$ cat src/rtl/fdcc_pkg.sv
// package for the double-precision compare unit
// holds payload structs and field constants; no dependencies
package fdcc_pkg;

	localparam int unsigned CodeW = 4;
	localparam int unsigned WordW = 64;
	localparam int unsigned ExpMsb = 62;
	localparam int unsigned ExpLsb = 52;
	localparam int unsigned FracMsb = 51;

	// condition code bit positions
	localparam int unsigned CodeUnord = 0;
	localparam int unsigned CodeEq = 1;
	localparam int unsigned CodeLt = 2;
	localparam int unsigned CodeSignal = 3;

	typedef struct packed {
		logic [CodeW-1:0] op;
		logic [WordW-1:0] first_value;
		logic [WordW-1:0] second_value;
		logic coprocessor_enabled;
	} cmp_req_t;

	typedef struct packed {
		logic condition_write;
		logic condition_bit;
		logic invalid_operation;
		logic unusable_fault;
	} cmp_rsp_t;

endpackage

$ cat src/rtl/fdcc_req_if.sv
// request channel interface: valid/ready handshake with compare payload
// depends on fdcc_pkg
interface fdcc_req_if;
	logic valid;
	logic ready;
	fdcc_pkg::cmp_req_t data;
	modport source (output valid, output data, input ready);
	modport sink (input valid, input data, output ready);
endinterface

$ cat src/rtl/fdcc_rsp_if.sv
// result channel interface: valid/ready handshake with condition payload
// depends on fdcc_pkg
interface fdcc_rsp_if;
	logic valid;
	logic ready;
	fdcc_pkg::cmp_rsp_t data;
	modport source (output valid, output data, input ready);
	modport sink (input valid, input data, output ready);
endinterface

$ cat src/rtl/fpu_double_compare_condition.sv
// top level of the double-precision compare unit
// depends on fdcc_pkg, fdcc_req_if, fdcc_rsp_if, fdcc_eval
//
// One compare transaction is accepted per cycle while intake is not stalled. A
// transaction is captured in an input register, evaluated by 63-bit magnitude
// compares plus NaN and zero detection, and moves on into the result register.
// The result register frees as it is taken, so a stalled output stops intake
// only while both registers are full.
module fpu_double_compare_condition (
	input logic clk,
	input logic arst_n,
	fdcc_req_if.sink in_ch,
	fdcc_rsp_if.source out_ch
);
	import fdcc_pkg::*;

	logic vld_s1, vld_s2;
	cmp_req_t req_s1;
	cmp_rsp_t rsp_c, rsp_s2;
	logic adv_s2, adv_s1;

	assign adv_s2 = !vld_s2 || out_ch.ready;
	assign adv_s1 = !vld_s1 || adv_s2;
	assign in_ch.ready = adv_s1;
	assign out_ch.valid = vld_s2;
	assign out_ch.data = rsp_s2;

	fdcc_eval u_eval (.req(req_s1), .rsp(rsp_c));

	// valid bits
	always_ff @(posedge clk or negedge arst_n) begin
		if (!arst_n) begin
			vld_s1 <= 1'b0;
			vld_s2 <= 1'b0;
		end else begin
			if (adv_s1) vld_s1 <= in_ch.valid;
			if (adv_s2) vld_s2 <= vld_s1;
		end
	end

	// payload registers
	always_ff @(posedge clk) begin
		if (adv_s1 && in_ch.valid) req_s1 <= in_ch.data;
		if (adv_s2 && vld_s1) rsp_s2 <= rsp_c;
	end
endmodule

$ cat src/rtl/fdcc_eval.sv
// combinational compare of two binary64 patterns against a condition code
// depends on fdcc_pkg
module fdcc_eval (
	input  fdcc_pkg::cmp_req_t req,
	output fdcc_pkg::cmp_rsp_t rsp
);
	import fdcc_pkg::*;

	logic nan_a, nan_b, unord, zeros, eq, lt, mag_lt, mag_gt;
	logic sa, sb;
	logic [WordW-2:0] ma, mb;

	// operand classification
	always_comb begin
		ma = req.first_value[WordW-2:0];
		mb = req.second_value[WordW-2:0];
		sa = req.first_value[WordW-1];
		sb = req.second_value[WordW-1];
		nan_a = (&req.first_value[ExpMsb:ExpLsb]) && (|req.first_value[FracMsb:0]);
		nan_b = (&req.second_value[ExpMsb:ExpLsb]) && (|req.second_value[FracMsb:0]);
		unord = nan_a | nan_b;
		zeros = (ma == '0) && (mb == '0);
		mag_lt = ma < mb;
		mag_gt = ma > mb;
	end

	// sign-magnitude ordering and condition
	always_comb begin
		eq = !unord && (zeros || (req.first_value == req.second_value));
		if (zeros) begin
			lt = 1'b0;
		end else if (sa != sb) begin
			lt = sa;
		end else if (!sa) begin
			lt = mag_lt;
		end else begin
			lt = mag_gt;
		end
		lt = lt && !unord;
		rsp.condition_write = req.coprocessor_enabled;
		rsp.unusable_fault = !req.coprocessor_enabled;
		rsp.condition_bit = req.coprocessor_enabled &&
			((unord && req.op[CodeUnord]) || (eq && req.op[CodeEq]) ||
			 (lt && req.op[CodeLt]));
		rsp.invalid_operation = req.coprocessor_enabled && unord && req.op[CodeSignal];
	end
endmodule

$ cat src/flat_wrapper.sv
// flat-port wrapper written by rule: the top's interface ports become plain ports
module fpu_double_compare_condition_flat import fdcc_pkg::*;
  (clk, arst_n, in_ch_valid, in_ch_data, in_ch_ready, out_ch_valid, out_ch_data, out_ch_ready);
  fdcc_req_if in_ch_i ();
  fdcc_rsp_if out_ch_i ();
  input logic clk;
  input logic arst_n;
  input wire logic [$bits(in_ch_i.valid)-1:0] in_ch_valid;
  input wire logic [$bits(in_ch_i.data)-1:0] in_ch_data;
  output wire logic [$bits(in_ch_i.ready)-1:0] in_ch_ready;
  output wire logic [$bits(out_ch_i.valid)-1:0] out_ch_valid;
  output wire logic [$bits(out_ch_i.data)-1:0] out_ch_data;
  input wire logic [$bits(out_ch_i.ready)-1:0] out_ch_ready;
  assign in_ch_i.valid = in_ch_valid;
  assign in_ch_i.data = in_ch_data;
  assign in_ch_ready = in_ch_i.ready;
  assign out_ch_valid = out_ch_i.valid;
  assign out_ch_data = out_ch_i.data;
  assign out_ch_i.ready = out_ch_ready;
  fpu_double_compare_condition u_core (.clk(clk), .arst_n(arst_n), .in_ch(in_ch_i), .out_ch(out_ch_i));
endmodule
$ cat config.mk
export PLATFORM = sky130hd
export DESIGN_NAME = fpu_double_compare_condition_flat
export DESIGN_NICKNAME = d
export VERILOG_FILES = /design/src/rtl/fdcc_pkg.sv /design/src/rtl/fdcc_req_if.sv /design/src/rtl/fdcc_rsp_if.sv /design/src/rtl/fpu_double_compare_condition.sv /design/src/rtl/fdcc_eval.sv /design/src/flat_wrapper.sv
export SDC_FILE = /design/constraint.sdc
export NUM_CORES = 1
export LEC_CHECK = 0
export BUFFER_PORTS_ARGS = -buffer_cell sky130_fd_sc_hd__buf_2
export CORE_AREA = 2 2 137 139
export DETAILED_ROUTE_END_ITERATION = 10
export DIE_AREA = 0 0 139 141
export PLACE_DENSITY = 0.56
export SLEW_MARGIN = 20
export SYNTH_ARGS = -nofsm -noshare
export SYNTH_HDL_FRONTEND = slang
export SYNTH_HIERARCHICAL = 1
export SYNTH_SLANG_ARGS = --single-unit
$ cat constraint.sdc
create_clock -name clk -period 3.86 [get_ports clk]
set_clock_uncertainty 0.2 [all_clocks]
set_input_delay 0.579 -clock clk [delete_from_list [all_inputs] [get_ports clk]]
set_output_delay 0.579 -clock clk [all_outputs]
set_load 0.005 [all_outputs]
* Word-level counts from Yosys, hierarchy flattened
Cells that the tools add are included.
Cells by class: bitwise gates (word level) 1, $lt $le $gt $ge 2, eq/ne operators 2, reduce and logical (&&, ||, !) cells 28, multiplexer cells 3
Operators by type and width (count):
- $logic_not 63->1 | 2
- $reduce_or 52->1 | 2
- $eq 64x64->1 | 1
- $gt 63x63->1 | 1
- $lt 63x63->1 | 1
- $reduce_and 11->1 | 2
- $logic_and 1x1->1 | 13
- $logic_or 1x1->1 | 5
- $logic_not 1->1 | 4
- $mux 1 | 3
- $ne 1x1->1 | 1
- $or 1x1->1 | 1
Word-level totals: word-level logic and storage cells 46, bits of input ports 137, output and inout bits 6, flip-flop bits (word level) 139

* Longest topological paths before layout
Gate-level depths: netlist (run 1).
word-level depth 9, mapped depth 9, gate-level depth less buffers 9

* Modules after synthesis
Netlist (run 1), hierarchy kept.
Modules (own cells, without submodules):
- fpu_double_compare_condition | cells an instance 145, sequential area each 4164.0 µm², area each 4217.8 µm², instances 1
- fdcc_eval | cells an instance 290, sequential area each 0.0 µm², area each 2013.2 µm², instances 1

* Least setup slack after synthesis (run 1)
OpenSTA, ideal clock, no wires.
path kind register -> register, from register u_core/req_s1[126] (netlist bit), to register u_core.rsp_s2 (netlist bit u_core/out_ch.data[2]), data pin, setup slack 972 ps, buffers on the path 0, required time 3389 ps, setup time 271 ps, data arrival time 2417 ps, stages on the path, launching flop included 9, clock period less this slack 2888 ps, cells stage by stage edfxtp_1 ha_1 nand4_1 or3_1 or4_1 or3_1 a31oi_1 or4_1 o211ai_2
RTL lines:
- from (decl) | RTL line fpu_double_compare_condition.sv:18 | cmp_req_t req_s1;
- from (signal assigned) | RTL line fpu_double_compare_condition.sv:43 | if (adv_s1 && in_ch.valid) req_s1 <= in_ch.data;
- to (signal assigned) | RTL line fpu_double_compare_condition.sv:44 | if (adv_s2 && vld_s1) rsp_s2 <= rsp_c;
- to (decl) | RTL line fpu_double_compare_condition.sv:19 | cmp_rsp_t rsp_c, rsp_s2;

==> impl_results.md, run 1 <==
* Die span in y at 141 um
* Resized Gates After CTS at 0
* RR Startpoint: u_core/req_s1[62]
* Vias in the first global route at 4,416
* Post-synthesis net count at 635
* CTS Buffer Depth at 2
* Filler cell count at 1,665
* FP Rows at 50
* N_diodes at 0
* GPL Wtd Cong at 0.844
* Main flop type after synthesis: edfxtp_1
* Die ar. at 19,600 um^2
* Largest vdd supply drop at 0.000287 V
* Highest clock rate at 0.318 GHz
* Drt initial violations at 243
* Root Driver: clkbuf_16
* Final ANT Viol Nets at 0
* Final nets at 799
* Cell depth of the worst hold path at 1
* Grt ovf at 0
* Number of enable flip-flop cells after synthesis at 137
* Syn_area_per_cell at 14.3 um^2
* Worst-path fanout max at 4
* Synth top cells by count: edfxtp_1 (137), inv_1 (65), ha_1 (63)
* RSZ-0062 raised after global routing: false
* Residual DRC at 0
* Top cells by area, synth: edfxtp_1 (66%), ha_1 (13%), inv_1 (3.9%), nor4_1 (3.6%), nand4_1 (2.7%)
* Netlist cell types at 36
* Power per cell area at 495 nW/um^2
* Area grow syn2layout at 27.0%
* Leakage at 3.32 nW
* Hold worst-path end: u_core/req_s1[44]
* Relative slew slack at 48.3%
* Router iterations before antenna repair at 5
* Yosys top cell by area: edfxtp_1
* Gr usage total at 15.2%
* Initial Utilization at 34.1%
* First-pass GRT wire length at 22.9 mm
* Placed wire-length estimate at 11.1 mm
* Worst Tran Pin Value at 0.775 ns
* Share of post-route cells with drive strength above 1 at 29.9%
* FF+latch count, synth at 139
* Setup Viol. Count Final at 0
* Area fraction of the dominant cell type after synthesis at 66.0%
* Req. time, crit path at 3.81 ns
* Critical path capture point type: flop
* Critical path class: flop to flop
* Yosys warning total at 6
* Drt total wl at 14.5 mm
* Core ar. at 18,300 um^2
* Hold_ws at 0.137 ns
* TritonCTS Buffers at 17
* Drt wl/cell at 17.1 um
* Vias/cell at 4.88
* Status: completed
* Critical Path Start Type: flop
* Initial antenna violation count at 0
* Chip width at 139 um
* Fraction of registers with async set/reset at 1.44%
* R2r setup slk at 0.72 ns
* Seq/Total Area, Yosys at 66.8%
* Min-delay src: in_ch_data[44]
* Final Total Pwr at 0.00391 W
* Largest net degree at the start of global routing at 57
* I/O pin cnt at 143
* # clock sinks at 139
* Final Hold Vio Count at 0
* Port bufs at 142
* Maxcap violations at 0
* Post-Synthesis Cells at 435
* HP Class: primary input to flop
* Crit path DAT at 3.09 ns
* Worst-path clk slew at 0.06 ns
* CTS tree: built
* Cell with the most instances after synthesis: edfxtp_1
* Area of the mapped netlist at 6230 um^2
* R2R Path End: u_core/out_ch.data[2]
* Reg2Reg Depth at 9
* Tmin final at 3.14 ns
* Crit share post-route at 81.4%
* Via count at 4,130
* Total negative setup slack at 0 ns
* Max Slew Vio Count at 0
* Clock latency on the worst-skew pair at 0.41 ns
* Htree depth at 4
[placed cells by master, fill, tap and decap left out, types with 3 or more instances in the layout]
cell type and n:
buf_2 142, edfxtp_1 137, inv_1 65, ha_1 63, nor4_1 36, nand4_1 27, a21oi_1 26, clkbuf_16 17
nand3_1 12, nand2_1 10, o21ai_0 8, a21o_1 7, nor2_1 6, bufinv_16 5, clkinv_2 4, or4_1 4
nand2b_1 3, nor4_2 3
[through the flow]
stage | cells | cell area, um^2 | util, % | setup slack (ns)
floorplan | 435 | 6230 | - | 0.972
global placement | 813 | 7260 | 39.8 | 0.839
detailed placement | 813 | 7260 | 39.8 | 0.741
CTS | 846 | 7910 | 43.3 | 0.716
global route | 846 | 7910 | 43.3 | 0.498
finish | 846 | 7910 | 43.3 | 0.716
[cells by family (layout without fill, tap and decap cells)]
| kind of cell | Yosys count | count (layout) | share of synthesized area (%) |
|---|---|---|---|
| adders and majority gates | 63 | 63 | 12.7 |
| xor gates and xnor gates | 1 | 1 | 0.141 |
| buffers and inverters | 66 | 243 | 4.04 |
| and+or+nand+nor | 110 | 110 | 10.8 |
| DFF | 139 | 139 | 66.8 |
| AOI/OAI and AO/OA | 56 | 56 | 5.50 |
[state kept, by name (all words and copies together) (netlist names)]
| signal | count |
|---|---|
| u_core/req_s1 | 133 |
| u_core/out_ch.data | 4 |
| u_core/out_ch.valid | 1 |
| u_core/vld_s1 | 1 |
[area by class of cell]
type / instances / area, um^2 / share of cell area, %
Multi-Input combinational cell: 230 / 1820 / 22.9
Sequential cell: 139 / 4160 / 52.6
Clock inverter: 12 / 195 / 2.47
Tap cell: 234 / 293 / 3.70
Inverter: 65 / 244 / 3.08
Clock buffer: 20 / 447 / 5.64
Timing Repair Buffer: 146 / 756 / 9.55
[layer usage]
metal,part of all wire [%],GRT usage [%]
met3,6.5,4.45
met2,49,25.5
met5,0,0
met4,0.77,3.93
met1,44,19.4
[how the worst max path moves through the flow]
stage | start | to | depth (start not counted)
global placement | u_core/req_s1[126] | u_core/out_ch.data[2] | 8
CTS | u_core/req_s1[123] | u_core/out_ch.data[2] | 8
detailed placement | u_core/req_s1[123] | u_core/out_ch.data[2] | 8
floorplan | u_core/req_s1[126] | u_core/out_ch.data[2] | 8
finish | u_core/req_s1[62] | u_core/out_ch.data[2] | 9
global route | u_core/req_s1[123] | u_core/out_ch.data[2] | 8
[critical path: stages (launching register included)]
cell and delay, ns:
edfxtp_1 0.38, inv_1 0.06, ha_1 0.31, nand4_1 0.18
or3_1 0.43, or4_1 0.54, or3_1 0.33, a31oi_1 0.21
or4_1 0.16, o211ai_2 0.08
[power breakdown]
group          leakage [nW]  switching [W]  internal (W)
clock network         0.314       0.000606       0.00116
registers              1.34      0.0000607       0.00178
logic                  1.67       0.000167      0.000139
total                  3.32       0.000834       0.00308
[repair_timing]
action,in CTS,in global routing
hold endpoints to repair,2,0
hold buffers,1,0
setup buffers,0,0
setup endpoints to repair,0,0
No activity file was read; power rests on OpenSTA's default activity.
==> inputs of run 2 (changes only) <==
- PLACE_DENSITY: 0.56 -> 0.58
- clock period: 3.86 -> 2.6 ns (I/O delays scaled with it)
==> run 2 against run 1 <==
Cell count grew 31%. Global-route usage up 3.2 points. Largest cell class unchanged. Wire length grew 20%. The flow now finishes with violations (negative setup slack).
==> impl_results.md, run 2 (synthesized netlist as in run 1, its figures left out) <==
* Max Slew Vio Count at 0
* Top reg by flops: u_core/req_s1
* Commonest cells after routing, fill and taps aside: buf_2 (142), edfxtp_1 (137), dlygate4sd3_1 (135)
* Largest register FFs at 133
* Vias/cell at 4.67
* Min-delay src: out_ch_ready
* Crit path cell chain: ha_4 > nand4_1 > or3_1 > or4_4 > or3_4 > a31oi_4 > or4_4 > o211ai_2
* Placed wire-length estimate at 12.0 mm
* Failing checks: negative setup slack
* Tmin final at 3.02 ns
* Relative slew slack at 59.0%
* CTS tree: built
* Worst Tran Pin Value at 0.609 ns
* TritonCTS Buffers at 17
* Status: finished, violations left
* Req. time, crit path at 2.56 ns
* CP delay by family, top: simple AND/OR/NAND/NOR gates
* Filler cell count at 1,482
* Final nets at 1,061
* Largest net degree at the start of global routing at 53
* Crit path DAT at 2.97 ns
* # clock sinks at 139
* Worst-path fanout max at 2
* CTS Buffer Depth at 2
* Final Hold Vio Count at 0
* Chip width at 139 um
* Core ar. at 18,300 um^2
* Final worst slack at -0.416 ns
* Final ANT Viol Nets at 0
* Maxcap violations at 0
* Area grow syn2layout at 64.9%
* Uppermost routed layer: met4
* RSZ-0062 raised after global routing: true
* CP dominant cell by count: or4_4
* Drt initial violations at 241
* Setup Viol. Count Final at 1
* Power per cell area at 575 nW/um^2
* Crit share post-route at 116%
* Final Total Pwr at 0.00591 W
* Vias in the first global route at 5,690
* Drt total wl at 17.4 mm
* R2R Path End: u_core/out_ch.data[2]
* Critical path capture point type: flop
* Die span in y at 141 um
* Gr usage total at 18.4%
* I/O pin cnt at 143
* Critical Path Start Type: flop
* Wire length on met3 at 732 um
* HP Class: primary input to flop
* Initial antenna violation count at 0
* Grt ovf at 0
* Drt wl/cell at 15.7 um
* Leakage at 4.48 nW
* Highest clock rate at 0.332 GHz
* Htree depth at 4
* First-pass GRT wire length at 27.9 mm
* Via count at 5,178
* M1 wire length at 7.51 mm
* Critical path class: flop to flop
* Met2 wire length at 8.90 mm
* Die ar. at 19,600 um^2
* R2r setup slk at -0.42 ns
* Initial Utilization at 34.1%
* Root Driver: clkbuf_16
* Router iterations before antenna repair at 4
* Cell depth of the worst hold path at 3
* WP buf/inv at 0
* Worst-path clk slew at 0.06 ns
* GPL Wtd Cong at 0.840
* Total negative setup slack at -0.416 ns
* Clock latency on the worst-skew pair at 0.43 ns
* Largest stage delay on the critical path at 0.55 ns
* Port bufs at 142
* Hold worst-path end: u_core/out_ch.valid
* FP Rows at 50
* RR Startpoint: u_core/req_s1[122]
* Share of post-route cells with drive strength above 1 at 37.3%
* Most common cell after layout, fill and taps aside: buf_2
* Reg2Reg Depth at 8
* Residual DRC at 0
* N_diodes at 0
* Slowest-stage cell, CP: or4_4
* Largest vdd supply drop at 0.000441 V
==> run 2: cell types whose count changed in the layout (fill, tap and decap cells not counted), sizes merged <==
cell         delta
buf           +128
clkinvlp        +4
clkbuf          -3
dlygate4sd3   +134
bufinv          -3
clkinv          +1
inv             +1
==> run 2: how the worst max path moves through the flow <==
stage / startpoint / end / slack [ns] / depth (start not counted)
after floorplan: u_core/req_s1[121] / u_core/out_ch.data[2] / -0.22 / 8
after global placement: u_core/req_s1[105] / u_core/out_ch.data[2] / -0.50 / 8
after detailed placement: u_core/req_s1[105] / u_core/out_ch.data[2] / -0.50 / 8
after CTS: u_core/req_s1[116] / u_core/out_ch.data[2] / -0.39 / 8
after global routing: u_core/req_s1[122] / u_core/out_ch.data[2] / -0.48 / 8
final: u_core/req_s1[122] / u_core/out_ch.data[2] / -0.42 / 8
==> run 2: worst reg2reg max path, cell delays in order (launching register included) <==
cell and delay, ns:
edfxtp_1 0.44, ha_4 0.31, nand4_1 0.15, or3_1 0.37, or4_4 0.55, or3_4 0.36
a31oi_4 0.17, or4_4 0.15, o211ai_2 0.08
==> run 2: per-layer routing <==
metal | vias up | GRT usage [%]
met1 | 2458 | 22.5
met5 | - | 0
met4 | 0 | 5.58
met2 | 154 | 32.8
met3 | 23 | 4.08
li1 | 2543 | -
==> run 2: metrics by stage <==
stage / utilization [%] / hold slack (ns) / area, um^2 / worst slack (ns) / instances
after global placement: 45.1 / -0.0262 / 8230 / -0.497 / 939
after global routing: 56.2 / 0.0636 / 10300 / -0.480 / 1108
final: 56.2 / 0.0597 / 10300 / -0.416 / 1108
after floorplan: - / -0.106 / 6240 / -0.224 / 435
after CTS: 56.1 / 0.0328 / 10200 / -0.393 / 1108
after detailed placement: 45.1 / -0.0194 / 8230 / -0.496 / 939
==> run 2: layout make-up <==
cell class | count | area (um^2) | area share (%)
Tap cell | 234 | 293 | 2.85
Sequential cell | 139 | 4160 | 40.5
Multi-Input combinational cell | 230 | 1930 | 18.8
Clock buffer | 17 | 425 | 4.14
Inverter | 65 | 244 | 2.37
Clock inverter | 15 | 151 | 1.47
Timing Repair Buffer | 408 | 3070 | 29.9
==> run 2: repair_timing <==
item | 4_1_cts | 5_1_grt
hold buffers | 135 | 0
gates resized for setup | 9 | 6
setup buffers | 2 | 0
endpoints found under the setup margin | 1 | 1
pin swaps | 6 | 1
endpoints found under the hold margin | 136 | 0
==> run 2: power breakdown <==
| group | total (W) | switching, W | leakage (nW) | internal [W] |
|---|---|---|---|---|
| sequential | 0.00273 | 0.0000873 | 1.34 | 0.00264 |
| combinational | 0.000806 | 0.000329 | 2.87 | 0.000477 |
| clock | 0.00238 | 0.000969 | 0.269 | 0.00141 |
==> inputs of run 3 (changes only) <==
- ABC_AREA: default -> 1
- CORE_AREA: 2 2 137 139 -> 2 2 143 145
- DIE_AREA: 0 0 139 141 -> 0 0 145 147
==> run 3 against run 2 <==
Critical endpoint unchanged. The run now ends clean. Power is 2.2% lower. Utilization is 6.5 points lower. Sequential share of layout area is 1.6 points higher. Sequential cell count stayed put. Largest cell class unchanged.
==> impl_results.md, run 3 <==
* Status: completed
* Hold_ws at 0.0877 ns
* Area grow syn2layout at 44.3%
* Placed wire-length estimate at 11.5 mm
* Post-synthesis net count at 850
* First-pass GRT wire length at 26.4 mm
* CTS tree: built
* Via count at 5,302
* Relative slew slack at 72.3%
* Die ar. at 21,300 um^2
* Port bufs at 142
* Drt total wl at 16.5 mm
* Synth top cells by count: nand2_1 (139), edfxtp_1 (137), nor2_1 (104)
* Post-CTS setup buffers at 0
* Syn_area_per_cell at 10.5 um^2
* Slowest-stage cell, CP: edfxtp_1
* RSZ-0062 raised after global routing: false
* Fraction of registers with async set/reset at 1.44%
* Setup WS pre-CTS at 0.386 ns
* Drt wl/cell at 13.4 um
* Final ANT Viol Nets at 0
* Vias in the first global route at 5,473
* Chip width at 145 um
* Worst Tran Pin Value at 0.415 ns
* Netlist cell types at 23
* Largest stage delay on the critical path at 0.40 ns
* Compound-Gate Fraction of Synth Area at 2.48%
* Drt initial violations at 241
* Top cells by area, synth: edfxtp_1 (60%), ha_1 (12%), nand2_1 (7.6%), nor2_1 (5.7%), inv_1 (5.3%)
* Adder-cell share of the synthesized area at 11.5%
* Router iterations before antenna repair at 4
* Tmin final at 2.19 ns
* Final Hold Vio Count at 0
* N_diodes at 0
* WP buf/inv at 1
* Core ar. at 19,800 um^2
* Layout Cells excl Fill at 1,232
* Seq/Total Area, Yosys at 60.8%
* Power per cell area at 585 nW/um^2
* Placed Instances at 1,066
* Resized Gates After CTS at 0
* Initial antenna violation count at 0
* Cts hold-fix bufs at 135
* Setup Viol. Count Final at 0
* Crit. path cell count at 15
* Critical Path Start Type: flop
* Req. time, crit path at 2.58 ns
* Post-Synthesis Cells at 650
* Post-Layout Inst Area at 9880 um^2
* Placed inst area at 7970 um^2
* CP delay by family, top: simple AND/OR/NAND/NOR gates
* Share of post-route cells with drive strength above 1 at 19.6%
* Cell with the most instances after synthesis: nand2_1
* # clock sinks at 139
* Clock latency on the worst-skew pair at 0.42 ns
* Final nets at 1,150
* FP Rows at 52
* Final worst slack at 0.410 ns
* Yosys top cell by area: edfxtp_1
* Crit share post-route at 84.2%
* Main flop type after synthesis: edfxtp_1
* Residual DRC at 0
* Vias/cell at 4.30
* Cell depth of the worst hold path at 4
* Post-Synth Simple-Gate Area at 19.6%
* Initial Utilization at 34.5%
* Number of enable flip-flop cells after synthesis at 137
* Area of the mapped netlist at 6850 um^2
* Critical path capture point type: flop
* Post-Synth XOR/XNOR Area at 0.128%
* Largest vdd supply drop at 0.000371 V
* I/O pin cnt at 143
* Root Driver: clkbuf_16
* Mux cell area share after synthesis at 0%
* Commonest cells after routing, fill and taps aside: buf_2 (142), nand2_1 (138), edfxtp_1 (137)
* FF+latch count, synth at 139
* Area fraction of the dominant cell type after synthesis at 60.1%
* Maxcap violations at 0
* Top reg by flops: u_core/req_s1
* Critical path class: flop to flop
* Die span in y at 147 um
* Yosys warning total at 6
* Most common cell after layout, fill and taps aside: buf_2
* Htree depth at 4
* Leakage at 4.29 nW
* Reg2Reg Depth at 15
* Grt ovf at 0
* Crit path DAT at 2.17 ns
* Crit path cell chain: inv_1 > ha_1 > nand2_1 > nor2_1 > and2_4 > nand2_1 > nand3_1 > nor2_1 > nand2_1 > nand2_1 > nand2_2 > nand2_1 > nand2_1 > nand2_1 > a21oi_2
* Gr usage total at 16.1%
* Worst-path clk slew at 0.06 ns
* CP dominant cell by count: nand2_1
* Largest family of logic cells by synthesized area: simple AND/OR/NAND/NOR gates
* CTS Buffer Depth at 2
* Max Slew Vio Count at 0
* Worst-path fanout max at 3
* GPL Wtd Cong at 0.814
* Largest net degree at the start of global routing at 62
* HP Class: primary input to flop
* Largest register FFs at 133
* TritonCTS Buffers at 17
* Highest clock rate at 0.457 GHz
* Total negative setup slack at 0 ns
==> run 3: layout make-up <==
type	count	area (um^2)
Multi-Input combinational cell	413	2320
Sequential cell	139	4160
Tap cell	270	338
Fill cell	1770	9960
Inverter	97	375
Timing Repair Buffer	282	2120
Clock inverter	12	124
Clock buffer	19	433
==> run 3: tightest hold or removal path, stage by stage <==
cell	delay [ns]
buf_2	0.13
inv_8	0.04
nand2_1	0.06
nand2_1	0.05
==> run 3: kinds of logic (layout without fill, tap and decap cells) <==
family | Yosys count | count (layout)
AOI/OAI and AO/OA | 31 | 31
xor gates and xnor gates | 1 | 1
adders and majority gates | 63 | 63
buffers and inverters | 98 | 410
DFF | 139 | 139
and+or+nand+nor | 318 | 318
==> run 3: path summary, 6_finish.rpt <==
kind	start	end	slack, ns
setup / recovery	u_core/req_s1[27]	u_core/out_ch.data[2]	0.41
hold / removal	out_ch_ready	u_core/out_ch.valid	0.09
setup reg to reg	u_core/req_s1[27]	u_core/out_ch.data[2]	0.41
hold reg to reg	u_core/req_s1[0]	u_core/out_ch.data[3]	0.28
max in group asynchronous	arst_n	u_core/vld_s1	1.98
min in group asynchronous	arst_n	u_core/out_ch.valid	0.12
==> run 3: where the power goes <==
part	total, W	switching, W	internal (W)
clock network	0.00231	0.000911	0.00140
logic	0.000756	0.000373	0.000383
registers	0.00271	0.0000746	0.00264
total	0.00578	0.00136	0.00442
==> run 3: routing by layer <==
layer | part of all wire, % | global-route usage [%]
met1 | 46 | 20.4
met2 | 49 | 27.0
met3 | 3.8 | 3.91
met4 | 1.5 | 5.64
met5 | 0 | 0
==> run 3: per-stage QoR <==
| stage | utilization, % | total power [W] |
|---|---|---|
| after global routing | 49.8 | 0.00606 |
| after floorplan | - | 0.00311 |
| final | 49.8 | 0.00578 |
| after CTS | 49.8 | 0.00585 |
| after global placement | 40.2 | 0.00335 |
| after detailed placement | 40.2 | 0.00335 |
